`config.mk`:
```
export PLATFORM = sky130hd
export DESIGN_NAME = smbios_structure_locator
export DESIGN_NICKNAME = d
export VERILOG_FILES = /design/src/hw/rtl/ssl_pkg.sv /design/src/hw/rtl/ssl_walk_step.sv /design/src/hw/rtl/smbios_structure_locator.sv
export SDC_FILE = /design/constraint.sdc
export NUM_CORES = 1
export LEC_CHECK = 0
export BUFFER_PORTS_ARGS = -buffer_cell sky130_fd_sc_hd__buf_4
export CAP_MARGIN = 25
export CELL_PAD_IN_SITES_DETAIL_PLACEMENT = 0
export CELL_PAD_IN_SITES_GLOBAL_PLACEMENT = 1
export CORE_MARGIN = 2
export CORE_UTILIZATION = 46
export DETAILED_ROUTE_END_ITERATION = 8
export GPL_ROUTABILITY_DRIVEN = 1
export PLACE_DENSITY = 0.77
export SLEW_MARGIN = 20
export SYNTH_ARGS = -nofsm -noshare
export SYNTH_HDL_FRONTEND = slang
export SYNTH_HIERARCHICAL = 1
export SYNTH_SLANG_ARGS = --single-unit
```
`constraint.sdc`:
```
create_clock -name clk -period 8.2 [get_ports clk]
set_input_delay 1.23 -clock clk [delete_from_list [all_inputs] [get_ports clk]]
set_output_delay 1.23 -clock clk [all_outputs]
set_load 0.01 [all_outputs]
```
`src/hw/rtl/ssl_pkg.sv`:
```
// Shared types and constants for the SMBIOS structure locator.
package ssl_pkg;

  localparam int unsigned CfgWidth = 16;
  localparam int unsigned CfgIdxWidth = 2;

  localparam logic [7:0] EndType = 8'd127;
  localparam logic [7:0] HeaderBytes = 8'd4;
  localparam logic [7:0] ZeroByte = 8'h00;

  typedef enum logic [CfgIdxWidth-1:0] {
    CFG_TARGET_TYPE     = 2'd0,
    CFG_MINIMUM_LENGTH  = 2'd1,
    CFG_TABLE_LENGTH    = 2'd2,
    CFG_STRUCTURE_COUNT = 2'd3
  } cfg_idx_t;

  typedef enum logic [2:0] {
    VERDICT_FOUND     = 3'd0,
    VERDICT_TOO_SHORT = 3'd1,
    VERDICT_END_MARK  = 3'd2,
    VERDICT_COUNT_OUT = 3'd3,
    VERDICT_PAST_END  = 3'd4
  } verdict_t;

  typedef enum logic [4:0] {
    PH_IDLE = 5'b00001,
    PH_TYPE = 5'b00010,
    PH_LEN  = 5'b00100,
    PH_SKIP = 5'b01000,
    PH_STR  = 5'b10000
  } phase_t;

  typedef struct packed {
    logic [7:0]  target_type;
    logic [7:0]  minimum_length;
    logic [15:0] table_length;
    logic [15:0] structure_count;
  } cfg_t;

  typedef struct packed {
    phase_t      phase;
    logic [15:0] byte_offset;
    logic [15:0] header_offset;
    logic [15:0] structure_index;
    logic [7:0]  header_type;
    logic [7:0]  skip_remaining;
    logic        previous_was_zero;
  } walk_state_t;

  typedef struct packed {
    logic        valid;
    verdict_t    verdict;
    logic [15:0] struct_offset;
    logic [7:0]  struct_length;
  } result_t;

endpackage

```
`src/hw/rtl/ssl_walk_step.sv`:
```
// Per-byte next-state and verdict logic of the structure table walk.
module ssl_walk_step import ssl_pkg::*; (
  input  cfg_t        cfg,
  input  walk_state_t st,
  input  logic [7:0]  data_byte,
  input  logic        first_byte,
  input  logic        last_byte,
  output walk_state_t st_nxt,
  output result_t     res
);

  walk_state_t work;
  logic        go;
  logic [16:0] index_inc;
  logic [16:0] next_pos;
  logic [17:0] pos_end;
  logic [16:0] hdr_end;
  logic        no_room_count;

  always_comb begin
    work          = st;
    res           = '0;
    res.verdict   = VERDICT_FOUND;
    go            = 1'b0;
    index_inc     = {1'b0, st.structure_index} + 17'd1;
    next_pos      = 17'd0;
    pos_end       = 18'd0;
    hdr_end       = 17'd0;
    no_room_count = index_inc >= {1'b0, cfg.structure_count};

    if (first_byte) begin
      work.byte_offset       = '0;
      work.structure_index   = '0;
      work.previous_was_zero = 1'b0;
      work.skip_remaining    = '0;
      if (cfg.structure_count == 16'd0) begin
        res.valid   = 1'b1;
        res.verdict = VERDICT_COUNT_OUT;
        work.phase  = PH_IDLE;
      end else if (cfg.table_length < {8'd0, HeaderBytes}) begin
        res.valid   = 1'b1;
        res.verdict = VERDICT_PAST_END;
        work.phase  = PH_IDLE;
      end else begin
        work.header_offset = '0;
        work.phase         = PH_TYPE;
        go                 = 1'b1;
      end
    end else if (st.phase != PH_IDLE) begin
      work.byte_offset = st.byte_offset + 16'd1;
      go               = 1'b1;
    end

    if (go) begin
      unique case (work.phase)
        PH_TYPE: begin
          work.header_type = data_byte;
          work.phase       = PH_LEN;
        end
        PH_LEN: begin
          hdr_end = {1'b0, work.header_offset} + {9'd0, data_byte} + 17'd1;
          if (data_byte < HeaderBytes || work.header_type == EndType) begin
            res.valid         = 1'b1;
            res.verdict       = VERDICT_END_MARK;
            res.struct_offset = work.header_offset;
            res.struct_length = data_byte;
            work.phase        = PH_IDLE;
          end else if (work.header_type == cfg.target_type) begin
            res.valid         = 1'b1;
            res.verdict       = (data_byte >= cfg.minimum_length) ? VERDICT_FOUND
                                                                  : VERDICT_TOO_SHORT;
            res.struct_offset = work.header_offset;
            res.struct_length = data_byte;
            work.phase        = PH_IDLE;
          end else if (hdr_end >= {1'b0, cfg.table_length}) begin
            res.valid   = 1'b1;
            res.verdict = no_room_count ? VERDICT_COUNT_OUT : VERDICT_PAST_END;
            work.phase  = PH_IDLE;
          end else begin
            work.skip_remaining = data_byte - 8'd2;
            work.phase          = PH_SKIP;
          end
        end
        PH_SKIP: begin
          work.skip_remaining = work.skip_remaining - 8'd1;
          if (work.skip_remaining == 8'd0) begin
            work.previous_was_zero = 1'b0;
            work.phase             = PH_STR;
          end
        end
        PH_STR: begin
          next_pos = {1'b0, work.byte_offset} + 17'd1;
          if (work.previous_was_zero && data_byte == ZeroByte) begin
            // Double zero closes the structure; the next header starts here + 1.
            work.structure_index = index_inc[15:0];
            pos_end = {1'b0, next_pos} + {10'd0, HeaderBytes};
            if (index_inc >= {1'b0, cfg.structure_count}) begin
              res.valid   = 1'b1;
              res.verdict = VERDICT_COUNT_OUT;
              work.phase  = PH_IDLE;
            end else if (pos_end > {2'd0, cfg.table_length}) begin
              res.valid   = 1'b1;
              res.verdict = VERDICT_PAST_END;
              work.phase  = PH_IDLE;
            end else begin
              work.header_offset = next_pos[15:0];
              work.phase         = PH_TYPE;
            end
          end else if (next_pos >= {1'b0, cfg.table_length}) begin
            res.valid   = 1'b1;
            res.verdict = no_room_count ? VERDICT_COUNT_OUT : VERDICT_PAST_END;
            work.phase  = PH_IDLE;
          end else begin
            work.previous_was_zero = (data_byte == ZeroByte);
          end
        end
        default: begin
        end
      endcase

      if (!res.valid && last_byte && work.phase != PH_IDLE) begin
        res.valid   = 1'b1;
        res.verdict = VERDICT_PAST_END;
        work.phase  = PH_IDLE;
      end
    end

    st_nxt = work;
  end

endmodule

```
`src/hw/rtl/smbios_structure_locator.sv`:
```
// Top level of the SMBIOS structure locator: handshakes, registers, config.
//
// Usage: table bytes arrive on the in_ channel, one byte per item, in table
// order. in_tuser[0] marks the byte at offset zero and starts a new search;
// in_tlast marks the last byte supplied. Each search gives at most one item
// on the out_ channel: verdict, offset of the deciding header and its
// formatted length. Bytes after a verdict are dropped until the next first
// byte. Registers are written through cfg_we/cfg_index/cfg_wdata while idle.
//
// Order: an accepted byte waits in the input register until the step advances;
// its result item is then presented from the result register.
// Throughput: one byte per cycle while the result side does not stall; the
// walk state updates through short logic between the input and result registers.
// Stall: while a result waits on out_tready the input register holds and
// in_tready drops once it is full; nothing is lost or repeated.
// Reset (rst_n low, synchronous): walk goes idle, registers clear to zero,
// both registers are emptied.
module smbios_structure_locator import ssl_pkg::*; (
  input  logic                   clk,
  input  logic                   rst_n,
  // configuration write port
  input  logic                   cfg_we,
  input  logic [CfgIdxWidth-1:0] cfg_index,
  input  logic [CfgWidth-1:0]    cfg_wdata,
  // table byte items
  input  logic                   in_tvalid,
  output logic                   in_tready,
  input  logic [7:0]             in_tdata,   // [7:0] data_byte
  input  logic [0:0]             in_tuser,   // [0] first_byte
  input  logic                   in_tlast,   // last_byte
  // verdict items
  output logic                   out_tvalid,
  input  logic                   out_tready,
  output logic [31:0]            out_tdata   // [2:0] verdict, [18:3] struct_offset,
                                             // [26:19] struct_length, [31:27] zero
);

  cfg_t        cfg_r;
  walk_state_t st_r, st_nxt;
  result_t     res;

  logic        in_valid_r;
  logic [7:0]  in_data_r;
  logic        in_first_r;
  logic        in_last_r;

  logic        out_valid_r;
  verdict_t    out_verdict_r;
  logic [15:0] out_offset_r;
  logic [7:0]  out_length_r;

  logic        advance;

  // The step only runs when a fresh result has somewhere to go.
  assign advance   = in_valid_r && (!out_valid_r || out_tready);
  assign in_tready = !in_valid_r || advance;

  always_ff @(posedge clk) begin
    if (!rst_n) begin
      cfg_r <= '0;
    end else if (cfg_we) begin
      unique case (cfg_idx_t'(cfg_index))
        CFG_TARGET_TYPE:     cfg_r.target_type     <= cfg_wdata[7:0];
        CFG_MINIMUM_LENGTH:  cfg_r.minimum_length  <= cfg_wdata[7:0];
        CFG_TABLE_LENGTH:    cfg_r.table_length    <= cfg_wdata;
        CFG_STRUCTURE_COUNT: cfg_r.structure_count <= cfg_wdata;
        default: begin
        end
      endcase
    end
  end

  // input register
  always_ff @(posedge clk) begin
    if (!rst_n) begin
      in_valid_r <= 1'b0;
    end else if (in_tready) begin
      in_valid_r <= in_tvalid;
    end
  end

  always_ff @(posedge clk) begin
    if (in_tready && in_tvalid) begin
      in_data_r  <= in_tdata;
      in_first_r <= in_tuser[0];
      in_last_r  <= in_tlast;
    end
  end

  ssl_walk_step u_step (
    .cfg        (cfg_r),
    .st         (st_r),
    .data_byte  (in_data_r),
    .first_byte (in_first_r),
    .last_byte  (in_last_r),
    .st_nxt     (st_nxt),
    .res        (res)
  );

  // walk state; phase leads the struct, everything else clears to zero
  always_ff @(posedge clk) begin
    if (!rst_n) begin
      st_r <= {PH_IDLE, {($bits(walk_state_t) - $bits(phase_t)){1'b0}}};
    end else if (advance) begin
      st_r <= st_nxt;
    end
  end

  // result register
  always_ff @(posedge clk) begin
    if (!rst_n) begin
      out_valid_r <= 1'b0;
    end else if (advance) begin
      out_valid_r <= res.valid;
    end else if (out_tready) begin
      out_valid_r <= 1'b0;
    end
  end

  always_ff @(posedge clk) begin
    if (advance && res.valid) begin
      out_verdict_r <= res.verdict;
      out_offset_r  <= res.struct_offset;
      out_length_r  <= res.struct_length;
    end
  end

  assign out_tvalid = out_valid_r;
  assign out_tdata  = {5'd0, out_length_r, out_offset_r, out_verdict_r};

endmodule

```
Yosys cells after proc, flatten, opt, wreduce, memory -nomap -nowiden
Index checks and enable logic that the tools add are counted.
Storage, ports and cells
  flip-flop bits (word level): 157
  output and inout port bits: 34
  word-level logic and storage cells: 127
Operators by class
  $add $sub $neg: 8
  magnitude comparators: 7
  equal/unequal tests: 11
  muxes and demuxes: 59
  reductions and logical operators: 23
Operators by type and width (count)
  $mux 16: 6
  $mux 32: 3
  $mux 28: 2
  $mux 4: 13
  $ge 17x16->1: 3
  $mux 49: 1
  $mux 24: 2
  $mux 5: 9
  $add 16x1->17 const B: 2
  $mux 8: 4
  $pmux 5 s4: 1
  $add 17x3->18 const B: 1
  $gt 18x16->1: 1
  $add 16x8->17: 1
  $add 17x1->17 const B: 1
  $add 16x1->16 const B: 1
  $logic_not 16->1: 1
  $logic_not 8->1: 2
  $lt 16x3->1 const B: 1
  $pmux 8 s2: 1
  $mux 1: 10
  $ne 5x1->1 const B: 2
  $reduce_and 2->1: 5
  $mux 9: 1
  22 further kinds: 34

Logic depth before layout (Yosys ltp)
Gate-level depths: netlist of the first run.
  word-level depth: 18
  mapped depth: 31

Cells and area by module
Netlist of the first run, hierarchy kept.
By module, submodules not included
  ssl_walk_step: times used 1, cells an instance 884, area each 5880.6 µm², sequential area each 0.0 µm²
  smbios_structure_locator: times used 1, cells an instance 540, area each 5683.0 µm², sequential area each 3513.4 µm²

Worst setup path after synthesis of the first run
OpenSTA, ideal clock, no wires.
  path kind: reg-to-reg
  start point: register in_first_r
  end point: register out_length_r[0], enable pin
  setup time: 0.411 ns
  arrival: 6.469 ns
  path slack: 1.320 ns
  cell stages (with the launch flop): 31
  buffers on the path: 4
  clock period less this slack: 6.880 ns
  cells stage by stage: edfxtp_1 > clkbuf_1 > buf_1 > nand3_1 > clkbuf_1 > buf_1 > nand2_1 > ha_1 > nor2b_1 > o21ai_0 > a21boi_0 > o21ai_0 > a21boi_0 > o21ai_0 > a21boi_0 > o211ai_1 > xor2_1 > nor2_1 > ha_1 > o21a_1 > o21ai_0 > nor3_1 > o21ai_0 > nand3b_1 > nor2_1 > nor2_1 > nor3b_1 > o211a_4 > a21o_1 > nand2_1 > nor2_1
RTL lines
  from (decl): RTL line smbios_structure_locator.sv:44  | logic in_first_r;
  from (signal assigned): RTL line smbios_structure_locator.sv:85  | in_first_r <= in_tuser[0];
  to (signal assigned): RTL line smbios_structure_locator.sv:124  | out_length_r <= res.struct_length;
  to (decl): RTL line smbios_structure_locator.sv:50  | logic [7:0] out_length_r;

==> results.py, run 1 <==
metrics = {
    "placement": {
        "gp_congestion": 0.9124,
        "dp_hpwl_um": 24560,
        "postPlaceCellArea_sq_um": 12100,
        "pre_cts_slack_ns": 1.179,
        "io_buffer_count": 61,
    },
    "layout": {
        "final_nets": 1557,
        "drive_gt1_share_pct": 10.34,
        "finalInstanceArea_sq_um": 12700,
        "syn_to_final_growth_pct": 9.835,
        "antennaDiodeCount": 0,
        "fillers": 2488,
        "final_core_util_pct": 50.88,
    },
    "yosys": {
        "synth_largest_area_cell": "dfxtp_1",
        "yosysMostFrequentCell": "nand2_1",
        "syn_area_sq_um": 11560,
        "yosys-top-cells-count": "nand2_1 (242), dfxtp_1 (120), o21ai_0 (97), nand3_1 (89), ha_1 (85)",
        "yosys-top-cells-area": "dfxtp_1 (21%), edfxtp_1 (9.6%), ha_1 (9.2%), nand2_1 (7.9%), mux2i_1 (6.7%)",
        "yosysUniqueCellTypes": 92,
        "yosys_warnings": 6,
        "synthArstFlopShare_pct": 0,
        "avgSynthCellArea_sq_um": 8.120,
        "ys.flop_type": "dfxtp_1",
        "synth_edf_count": 37,
        "syn_inst": 1424,
        "yosysTopAreaCellShare_pct": 20.77,
        "ys_seq_elements": 157,
        "seq_area_frac_synth_pct": 30.38,
    },
    "timing": {
        "finClkSkew_ns": 0.01531,
        "fin_setup_tns_ns": 0,
        "worst_slew_pin_slew_ns": 0.9810,
        "fin_crit_ns": 7.307,
        "hold_viol": 0,
        "setup-violations-final": 0,
        "rsz0062_at_grt": "false",
        "layout_setup_ws_ns": 0.8929,
        "max_freq_mhz": 136.9,
        "max_slew_margin_pct": 34.60,
        "fin_crit_sh_pct": 89.11,
        "slew_violations": 0,
    },
    "global_routing": {
        "grt_antenna_before_repair": 0,
        "grt_pass1_wl_um": 52720,
        "grt.overflow.total": 0,
        "grt_pass1_vias": 9513,
        "grt_max_degree": 123,
        "gr-usage-all-layers_pct": 25.50,
    },
    "cts": {
        "insertion_delay_ns": 0.44,
        "cts_buffer_depth": 2,
        "cts_root_buf": "clkbuf_16",
        "post-cts-setup-buffers": 0,
        "clkTransAtPathRegs_ns": 0.08,
        "htree_levels": 4,
        "cts_resized": 0,
        "cts_hold_buf": 0,
        "cts.sinks": 157,
        "numCtsBuffers": 17,
        "cts_tree": "done",
    },
    "floorplanning": {
        "coreArea_sq_um": 24960,
        "die_area_sq_um": 26420,
        "die_y_um": 162.6,
        "ios": 67,
        "start_util_pct": 46.32,
        "die_w_um": 162.6,
        "row_count": 58,
    },
    "power": {
        "p_per_area_nw_per_um2": 150.4,
        "p_leak_nw": 5.055,
        "peakVddDrop_mv": 0.1070,
    },
    "route": {
        "top_layer_used": "met4",
        "drc_errors": 0,
        "wl_um": 33440,
        "met2WireLength_um": 16450,
        "dr_wl_met3_um": 1129,
        "via_per_inst": 5.756,
        "drt_iter0_markers": 785,
        "met1_length_um": 15530,
        "drt_pre_antenna_iters": 5,
        "wl_per_cell_um": 18.78,
        "num_vias": 10250,
        "final_antenna_net_count": 0,
    },
    "worst_setup_path": {
        "reg2reg_depth": 28,
        "r2r_slack_ns": 0.89,
        "crit_type": "reg2reg",
        "required_ns": 8.36,
        "crit_path_end_kind": "flop",
        "crit_start": "cfg_r[11]",
        "max_stage_delay_ns": 0.55,
        "r2r_start": "cfg_r[11]",
        "crit_path_start_kind": "flop",
        "r2r-end": "out_offset_r[5]",
        "worstPathArrival_ns": 7.47,
        "critPathMaxFanout": 18,
        "cp_slowest_cell": "or4_1",
        "crit_path_end": "out_offset_r[5]",
    },
    "hold_path": {
        "hold_path_class": "reg2reg",
        "min_from": "st_r[0]",
    },
    "status": {
        "status": "finished clean",
    },
    "run": {
        "max_cap_viol_count": 0,
    },
}
## routing by layer
| layer | track usage (%) | up-vias |
|---|---|---|
| met4 | 5.591 | 0 |
| met3 | 3.285 | 24 |
| met2 | 43.93 | 235 |
| met1 | 34.23 | 4890 |
| met5 | 0 | - |
| li1 | - | 5102 |
## power by group
group	switching, W	leakage (nW)	internal [W]
sequential	0.0000221	1.31	0.000813
clock	0.000386	0.287	0.000415
combinational	0.000175	3.46	0.000100
## critical path, delay by kind of cell (launching register included)
kind            cells  cell delay, ns
compound gates     11            2.62
xor+xnor            1            0.17
fa+ha+maj           2            0.52
buf+inv             1            0.24
flops               1            0.33
simple gates       13            3.12
## how the worst min path moves through the flow
stage          endpoint  slack, ns  cells after the start
3_5_place_dp   st_r[34]       0.45                      2
3_3_place_gp    st_r[0]       0.44                      2
6_report        st_r[0]       0.46                      2
5_1_grt         st_r[0]       0.49                      2
2_1_floorplan  st_r[34]       0.43                      2
4_1_cts        st_r[34]       0.46                      2
## placed cells by master (no fill, tap or decap), types with 13 or more instances in the layout
cell type | netlist | final
a21o_1 | 20 | 20
a21oi_1 | 51 | 51
and2_1 | 13 | 13
and3_1 | 28 | 28
buf_4 | 20 | 71
clkbuf_16 | 0 | 17
dfxtp_1 | 120 | 120
edfxtp_1 | 37 | 37
ha_1 | 85 | 85
inv_1 | 72 | 72
mux2i_1 | 77 | 77
nand2_1 | 242 | 242
nand3_1 | 89 | 89
nand4_1 | 27 | 27
nor2_1 | 78 | 77
nor2b_1 | 13 | 13
nor3_1 | 17 | 17
nor4_1 | 19 | 19
o21ai_0 | 97 | 97
xnor2_1 | 31 | 31
xor2_1 | 37 | 37
## sequential cells by signal, indices dropped and copies added (netlist names)
| name | flops |
|---|---|
| st_r | 70 |
| out_tvalid | 1 |
| in_data_r | 8 |
| out_offset_r | 16 |
| out_length_r | 8 |
| in_first_r | 1 |
| out_verdict_r | 3 |
| cfg_r | 48 |
| in_valid_r | 1 |
| in_last_r | 1 |
## logic make-up after synthesis
kind of cell	synth area share, %
buffers and inverters	6.340
muxes	7.953
other	0.03243
adders and majority gates	9.370
xor gates and xnor gates	5.291
DFF	30.38
and+or+nand+nor	24.49
AOI/OAI and AO/OA	16.14
## stage by stage
step	cells	power [W]	hold WS [ns]
floorplan	1428	0.001032	0.4301
global placement	1747	0.001120	0.4411
detailed placement	1747	0.001123	0.4484
CTS	1779	0.001923	0.4592
global route	1781	0.001986	0.4876
finish	1781	0.001911	0.4595
## area by class of cell
| class | count | area (sq um) | area share, % |
|---|---|---|---|
| clock inverter | 14 | 142.6 | 1.123 |
| multi-input combinational | 1114 | 7340 | 57.79 |
| inverter | 74 | 277.8 | 2.187 |
| tap | 330 | 412.9 | 3.251 |
| sequential | 157 | 3513 | 27.66 |
| clock buffer | 18 | 439.2 | 3.458 |
| timing repair buffer | 74 | 575.6 | 4.532 |
No activity file was read; power rests on OpenSTA's default activity.
==> inputs of run 2 (changes only) <==
--- a/config.mk
+++ b/config.mk
@@ -5,15 +5,16 @@
 export SDC_FILE = /design/constraint.sdc
 export NUM_CORES = 1
 export LEC_CHECK = 0
+export ABC_AREA = 1
 export BUFFER_PORTS_ARGS = -buffer_cell sky130_fd_sc_hd__buf_4
 export CAP_MARGIN = 25
 export CELL_PAD_IN_SITES_DETAIL_PLACEMENT = 0
 export CELL_PAD_IN_SITES_GLOBAL_PLACEMENT = 1
 export CORE_MARGIN = 2
-export CORE_UTILIZATION = 46
+export CORE_UTILIZATION = 45
 export DETAILED_ROUTE_END_ITERATION = 8
 export GPL_ROUTABILITY_DRIVEN = 1
-export PLACE_DENSITY = 0.77
+export PLACE_DENSITY = 0.79
 export SLEW_MARGIN = 20
 export SYNTH_ARGS = -nofsm -noshare
 export SYNTH_HDL_FRONTEND = slang
==> run 2 against run 1 <==
Against the previous run: worst setup slack gained 0.25 ns; via count grew 17%; sequential power grew 6.7%; critical path depth grew 8; global-route usage grew 0.84 points; cell area grew 7.0%; first-iteration DRC count grew 27%; fmax grew 3.6%; largest cell class unchanged.
==> results.py, run 2 <==
metrics = {
    "yosys": {
        "yosysUniqueCellTypes": 55,
        "synthArstFlopShare_pct": 0,
        "seq_area_frac_synth_pct": 28.43,
        "syn_inst": 1925,
        "yosys_warnings": 6,
        "yosysTopAreaCellShare_pct": 19.44,
        "synth_edf_count": 37,
        "yosys-top-cells-count": "nand2_1 (408), inv_1 (329), nor2_1 (275), nand3_1 (159), a21oi_1 (129)",
        "yosysMostFrequentCell": "nand2_1",
        "ys.flop_type": "dfxtp_1",
        "syn_area_sq_um": 12360,
        "yosys-top-cells-area": "dfxtp_1 (19%), nand2_1 (12%), inv_1 (10%), edfxtp_1 (9.0%), ha_1 (8.6%)",
        "synth_largest_area_cell": "dfxtp_1",
        "avgSynthCellArea_sq_um": 6.420,
        "ys_seq_elements": 157,
    },
    "timing": {
        "worst_slew_pin_slew_ns": 0.9538,
        "slew_violations": 0,
        "fin_crit_ns": 7.053,
        "hold_viol": 0,
        "setup-violations-final": 0,
        "fin_setup_tns_ns": 0,
        "max_slew_margin_pct": 36.18,
        "rsz0062_at_grt": "false",
        "whs_ns": 0.4868,
        "fin_crit_sh_pct": 86.01,
        "max_freq_mhz": 141.8,
        "finClkSkew_ns": 0.01911,
    },
    "layout": {
        "largest_register_ffs": 70,
        "fillers": 2859,
        "drive_gt1_share_pct": 8.397,
        "syn_to_final_growth_pct": 9.952,
        "stdcell_count": 2294,
        "final_nets": 2059,
        "final_core_util_pct": 50.42,
        "finalInstanceArea_sq_um": 13590,
        "reg_top3": "st_r (70), cfg_r (48), out_offset_r (16)",
        "antennaDiodeCount": 0,
        "final_common_cell": "nand2_1",
        "final_cell_mix": "nand2_1 (408), inv_1 (329), nor2_1 (274)",
        "max_flop_register": "st_r",
    },
    "cts": {
        "post-cts-setup-buffers": 0,
        "cts.sinks": 157,
        "insertion_delay_ns": 0.45,
        "numCtsBuffers": 17,
        "cts_root_buf": "clkbuf_16",
        "htree_levels": 4,
        "cts_resized": 0,
        "cts_tree": "done",
        "clkTransAtPathRegs_ns": 0.07,
        "cts_buffer_depth": 2,
        "cts_hold_buf": 0,
    },
    "placement": {
        "postPlaceCellArea_sq_um": 12950,
        "gp_congestion": 0.9656,
        "dp_hpwl_um": 27900,
        "place_inst": 2262,
        "io_buffer_count": 61,
    },
    "power": {
        "peakVddDrop_mv": 0.1289,
        "p_leak_nw": 6.517,
        "p_per_area_nw_per_um2": 177.8,
    },
    "route": {
        "drt_iter0_markers": 1000,
        "drt_pre_antenna_iters": 5,
        "wl_um": 37590,
        "drc_errors": 0,
        "wl_per_cell_um": 16.39,
        "final_antenna_net_count": 0,
        "via_per_inst": 5.217,
        "num_vias": 11970,
    },
    "floorplanning": {
        "row_count": 60,
        "die_w_um": 169.7,
        "die_area_sq_um": 28800,
        "start_util_pct": 45.85,
        "coreArea_sq_um": 26950,
        "ios": 67,
        "die_y_um": 169.7,
    },
    "worst_setup_path": {
        "cp_num_buf_inv": 5,
        "cp_slowest_cell": "nor2_2",
        "critPathTopFamily": "simple AND/OR/NAND/NOR gates",
        "r2r_start": "cfg_r[27]",
        "cpMostUsedCell": "nand2_1",
        "critPathMaxFanout": 18,
        "max_stage_delay_ns": 0.43,
        "crit_type": "reg2reg",
        "worstPathArrival_ns": 7.18,
        "crit_path_start_kind": "flop",
        "crit_path_end_kind": "flop",
        "required_ns": 8.32,
        "crit_start": "cfg_r[27]",
    },
    "global_routing": {
        "grt_max_degree": 83,
        "grt_pass1_vias": 10810,
        "gr-usage-all-layers_pct": 26.35,
        "grt_antenna_before_repair": 0,
        "grt_pass1_wl_um": 59180,
        "grt.overflow.total": 0,
    },
    "hold_path": {
        "min_from": "st_r[44]",
        "hold_path_class": "reg2reg",
    },
    "run": {
        "max_cap_viol_count": 0,
    },
    "status": {
        "status": "finished clean",
    },
}
[run 2: logic make-up after synthesis]
family                   Yosys count  share of synthesized area, %
AND/OR/NAND/NOR                  971                         34.88
AO/OA/AOI/OAI                    242                         10.66
buffers and inverters            413                         13.33
other                              1                       0.03034
flip-flops                       157                         28.43
adder cells (fa/ha/maj)           86                         8.768
XOR/XNOR                          55                         3.898
[run 2: per-stage QoR]
step,worst slack [ns],total power [W]
floorplan,1.899,0.001373
detailed placement,1.307,0.001561
finish,1.147,0.002416
CTS,1.277,0.002436
global placement,1.636,0.001558
global route,0.4792,0.002557
[run 2: layer usage]
metal	wire length (um)	share of wire, %	vias to the layer above	track usage [%]
met2	16350	43	329	40.94
met4	874	2.3	0	7.469
met5	0	0	-	0
li1	-	-	6140	-
met3	2337	6.2	47	4.198
met1	18030	48	5452	37.75
[run 2: final cells by class]
type	instances	area [sq um]	area share, %
clock buffer	18	450.4	3.315
clock inverter	14	186.4	1.372
inverter	335	1257	9.254
multi-input combinational	1359	7224	53.17
sequential	157	3517	25.88
tap	341	426.7	3.140
timing repair buffer	70	525.5	3.867
[run 2: where the power goes]
group / switching, W / internal, W
sequential: 0.0000487 / 0.000842
combinational: 0.000432 / 0.000228
clock: 0.000406 / 0.000460
[run 2: worst reg2reg max path: cells and delay by family (launching register included)]
family          cells  cell delay [ns]
flops               1             0.33
xor+xnor            1             0.16
simple gates       19             3.18
fa+ha+maj           2             0.65
buf+inv             5             0.65
compound gates      9             1.75
[run 2: worst paths after layout]
check	end	slack, ns	cells past startpoint
max reg2reg	out_length_r[1]	1.15	36
min	st_r[44]	0.49	2
min reg2reg	st_r[44]	0.49	2
max	out_length_r[1]	1.15	36
==> inputs of run 3 (changes only) <==
--- a/config.mk
+++ b/config.mk
@@ -6,7 +6,7 @@
 export NUM_CORES = 1
 export LEC_CHECK = 0
 export ABC_AREA = 1
-export BUFFER_PORTS_ARGS = -buffer_cell sky130_fd_sc_hd__buf_4
+export BUFFER_PORTS_ARGS = -buffer_cell sky130_fd_sc_hd__buf_2
 export CAP_MARGIN = 25
 export CELL_PAD_IN_SITES_DETAIL_PLACEMENT = 0
 export CELL_PAD_IN_SITES_GLOBAL_PLACEMENT = 1
==> run 3 against run 2 <==
Against the previous run: highest routed layer unchanged; largest cell class unchanged; clock power fell by 5.7%; first-iteration DRC count fell by 5.0%; sequential power barely moved.
==> results.py, run 3 (synthesis gave the netlist of run 2 again) <==
metrics = {
    "status": {
        "status": "finished clean",
    },
    "layout": {
        "register_area_sq_um": 3517,
        "final_cell_mix": "nand2_1 (408), inv_1 (329), nor2_1 (274)",
        "final_common_cell": "nand2_1",
        "drive_gt1_share_pct": 8.397,
        "reg_top3": "st_r (70), cfg_r (48), out_offset_r (16)",
        "fillers": 2839,
        "final_nets": 2059,
        "syn_to_final_growth_pct": 8.424,
        "multiInputGateArea_sq_um": 7224,
        "final_core_util_pct": 49.72,
        "finalInstanceArea_sq_um": 13400,
        "antennaDiodeCount": 0,
        "largest_register_ffs": 70,
        "max_flop_register": "st_r",
    },
    "route": {
        "drt_pre_antenna_iters": 5,
        "num_vias": 11990,
        "drt_iter0_markers": 950,
        "drc_errors": 0,
        "wl_um": 36980,
        "via_per_inst": 5.226,
        "final_antenna_net_count": 0,
        "wl_per_cell_um": 16.12,
    },
    "cts": {
        "clkTransAtPathRegs_ns": 0.07,
        "cts.sinks": 157,
        "cts_buffer_depth": 2,
        "numCtsBuffers": 17,
        "insertion_delay_ns": 0.45,
        "post-cts-setup-buffers": 0,
        "htree_levels": 4,
        "cts_resized": 0,
        "cts_root_buf": "clkbuf_16",
        "cts_tree": "done",
        "cts_hold_buf": 0,
    },
    "global_routing": {
        "grt_pass1_wl_um": 58790,
        "grt_pass1_vias": 10840,
        "grt.overflow.total": 0,
        "gr-usage-all-layers_pct": 26.02,
        "grt_max_degree": 83,
        "grt_antenna_before_repair": 0,
    },
    "power": {
        "peakVddDrop_mv": 0.1361,
        "switchingPower_w": 0.0008855,
        "comb_power_share_pct": 27.7,
        "swShare_pct": 37.55,
        "seq_power_share_pct": 37.7,
        "pwr-share-clk_pct": 34.6,
        "p_per_area_nw_per_um2": 176.0,
        "p_int_w": 0.001472,
        "p_leak_nw": 6.434,
    },
    "placement": {
        "io_buffer_count": 61,
        "postPlaceCellArea_sq_um": 12800,
        "gp_congestion": 0.9249,
        "dp_hpwl_um": 27340,
    },
    "timing": {
        "max_slew_margin_pct": 36.29,
        "slew_violations": 0,
        "rsz0062_at_grt": "false",
        "fin_crit_ns": 7.133,
        "finClkSkew_ns": 0.01982,
        "worst_slew_pin_slew_ns": 0.9521,
        "max_freq_mhz": 140.2,
        "fin_crit_sh_pct": 86.99,
        "whs_ns": 0.4900,
        "fin_setup_tns_ns": 0,
        "setup-violations-final": 0,
        "hold_viol": 0,
    },
    "worst_setup_path": {
        "r2r_slack_ns": 1.07,
        "worstPathArrival_ns": 7.26,
        "cpMostUsedCell": "nand2_1",
        "crit_type": "reg2reg",
        "crit_path_end_kind": "flop",
        "required_ns": 8.32,
        "reg2reg_depth": 36,
        "cp_slowest_cell": "nor2_2",
        "r2r_start": "cfg_r[28]",
        "r2r-end": "out_length_r[5]",
        "max_stage_delay_ns": 0.45,
        "critPathMaxFanout": 18,
        "crit_path_start_kind": "flop",
    },
    "floorplanning": {
        "die_area_sq_um": 28800,
        "row_count": 60,
        "coreArea_sq_um": 26950,
        "ios": 67,
        "start_util_pct": 45.85,
        "die_y_um": 169.7,
        "die_w_um": 169.7,
    },
    "hold_path": {
        "hold_depth": 2,
        "min_from": "st_r[44]",
        "hold_path_class": "reg2reg",
        "whs_endpoint": "st_r[44]",
    },
    "run": {
        "max_cap_viol_count": 0,
    },
}
[run 3: worst max path at each step]
stage                      end  slack, ns  startpoint
2_1_floorplan  out_length_r[0]       1.90   cfg_r[23]
5_1_grt        out_offset_r[0]       0.42   cfg_r[15]
3_5_place_dp   out_length_r[0]       1.24   cfg_r[15]
4_1_cts        out_length_r[5]       1.19   cfg_r[15]
3_3_place_gp   out_offset_r[5]       1.57   cfg_r[14]
6_report       out_length_r[5]       1.07   cfg_r[28]
[run 3: cell type report]
cell class	instances	share of cell area, %
multi-input combinational	1359	53.92
sequential	157	26.25
clock inverter	15	1.289
inverter	335	9.385
timing repair buffer	70	2.801
tap	341	3.184
clock buffer	17	3.175
[run 3: critical path: cells and delay by family, from the launching register on]
| family | cells | cell delay [ns] |
|---|---|---|
| compound gates | 9 | 1.66 |
| xor+xnor | 1 | 0.17 |
| fa+ha+maj | 2 | 0.64 |
| flops | 1 | 0.34 |
| simple gates | 19 | 3.32 |
| buf+inv | 5 | 0.66 |
[run 3: power by group through the flow]
stage,logic (W),registers [W],clock network [W]
after floorplan,0.000479,0.000894,0
after global placement,0.000641,0.000907,0
after detailed placement,0.000640,0.000907,0
after CTS,0.000645,0.000890,0.000837
after global routing,0.000739,0.000897,0.000865
final,0.000652,0.000890,0.000816
[run 3: stage by stage]
stage	power [W]	setup WS, ns	instances
4_1_cts	0.002372	1.189	2294
3_5_place_dp	0.001548	1.236	2262
3_3_place_gp	0.001548	1.570	2262
2_1_floorplan	0.001373	1.899	1929
6_report	0.002358	1.067	2294
5_1_grt	0.002502	0.4186	2294
[run 3: per-layer routing]
layer | GRT usage, % | routed length (um) | up-vias
met2 | 39.52 | 15900 | 327
met4 | 8.175 | 878 | 0
met3 | 3.941 | 2006 | 45
met5 | 0 | 0 | -
li1 | - | - | 6152
met1 | 37.82 | 18200 | 5464
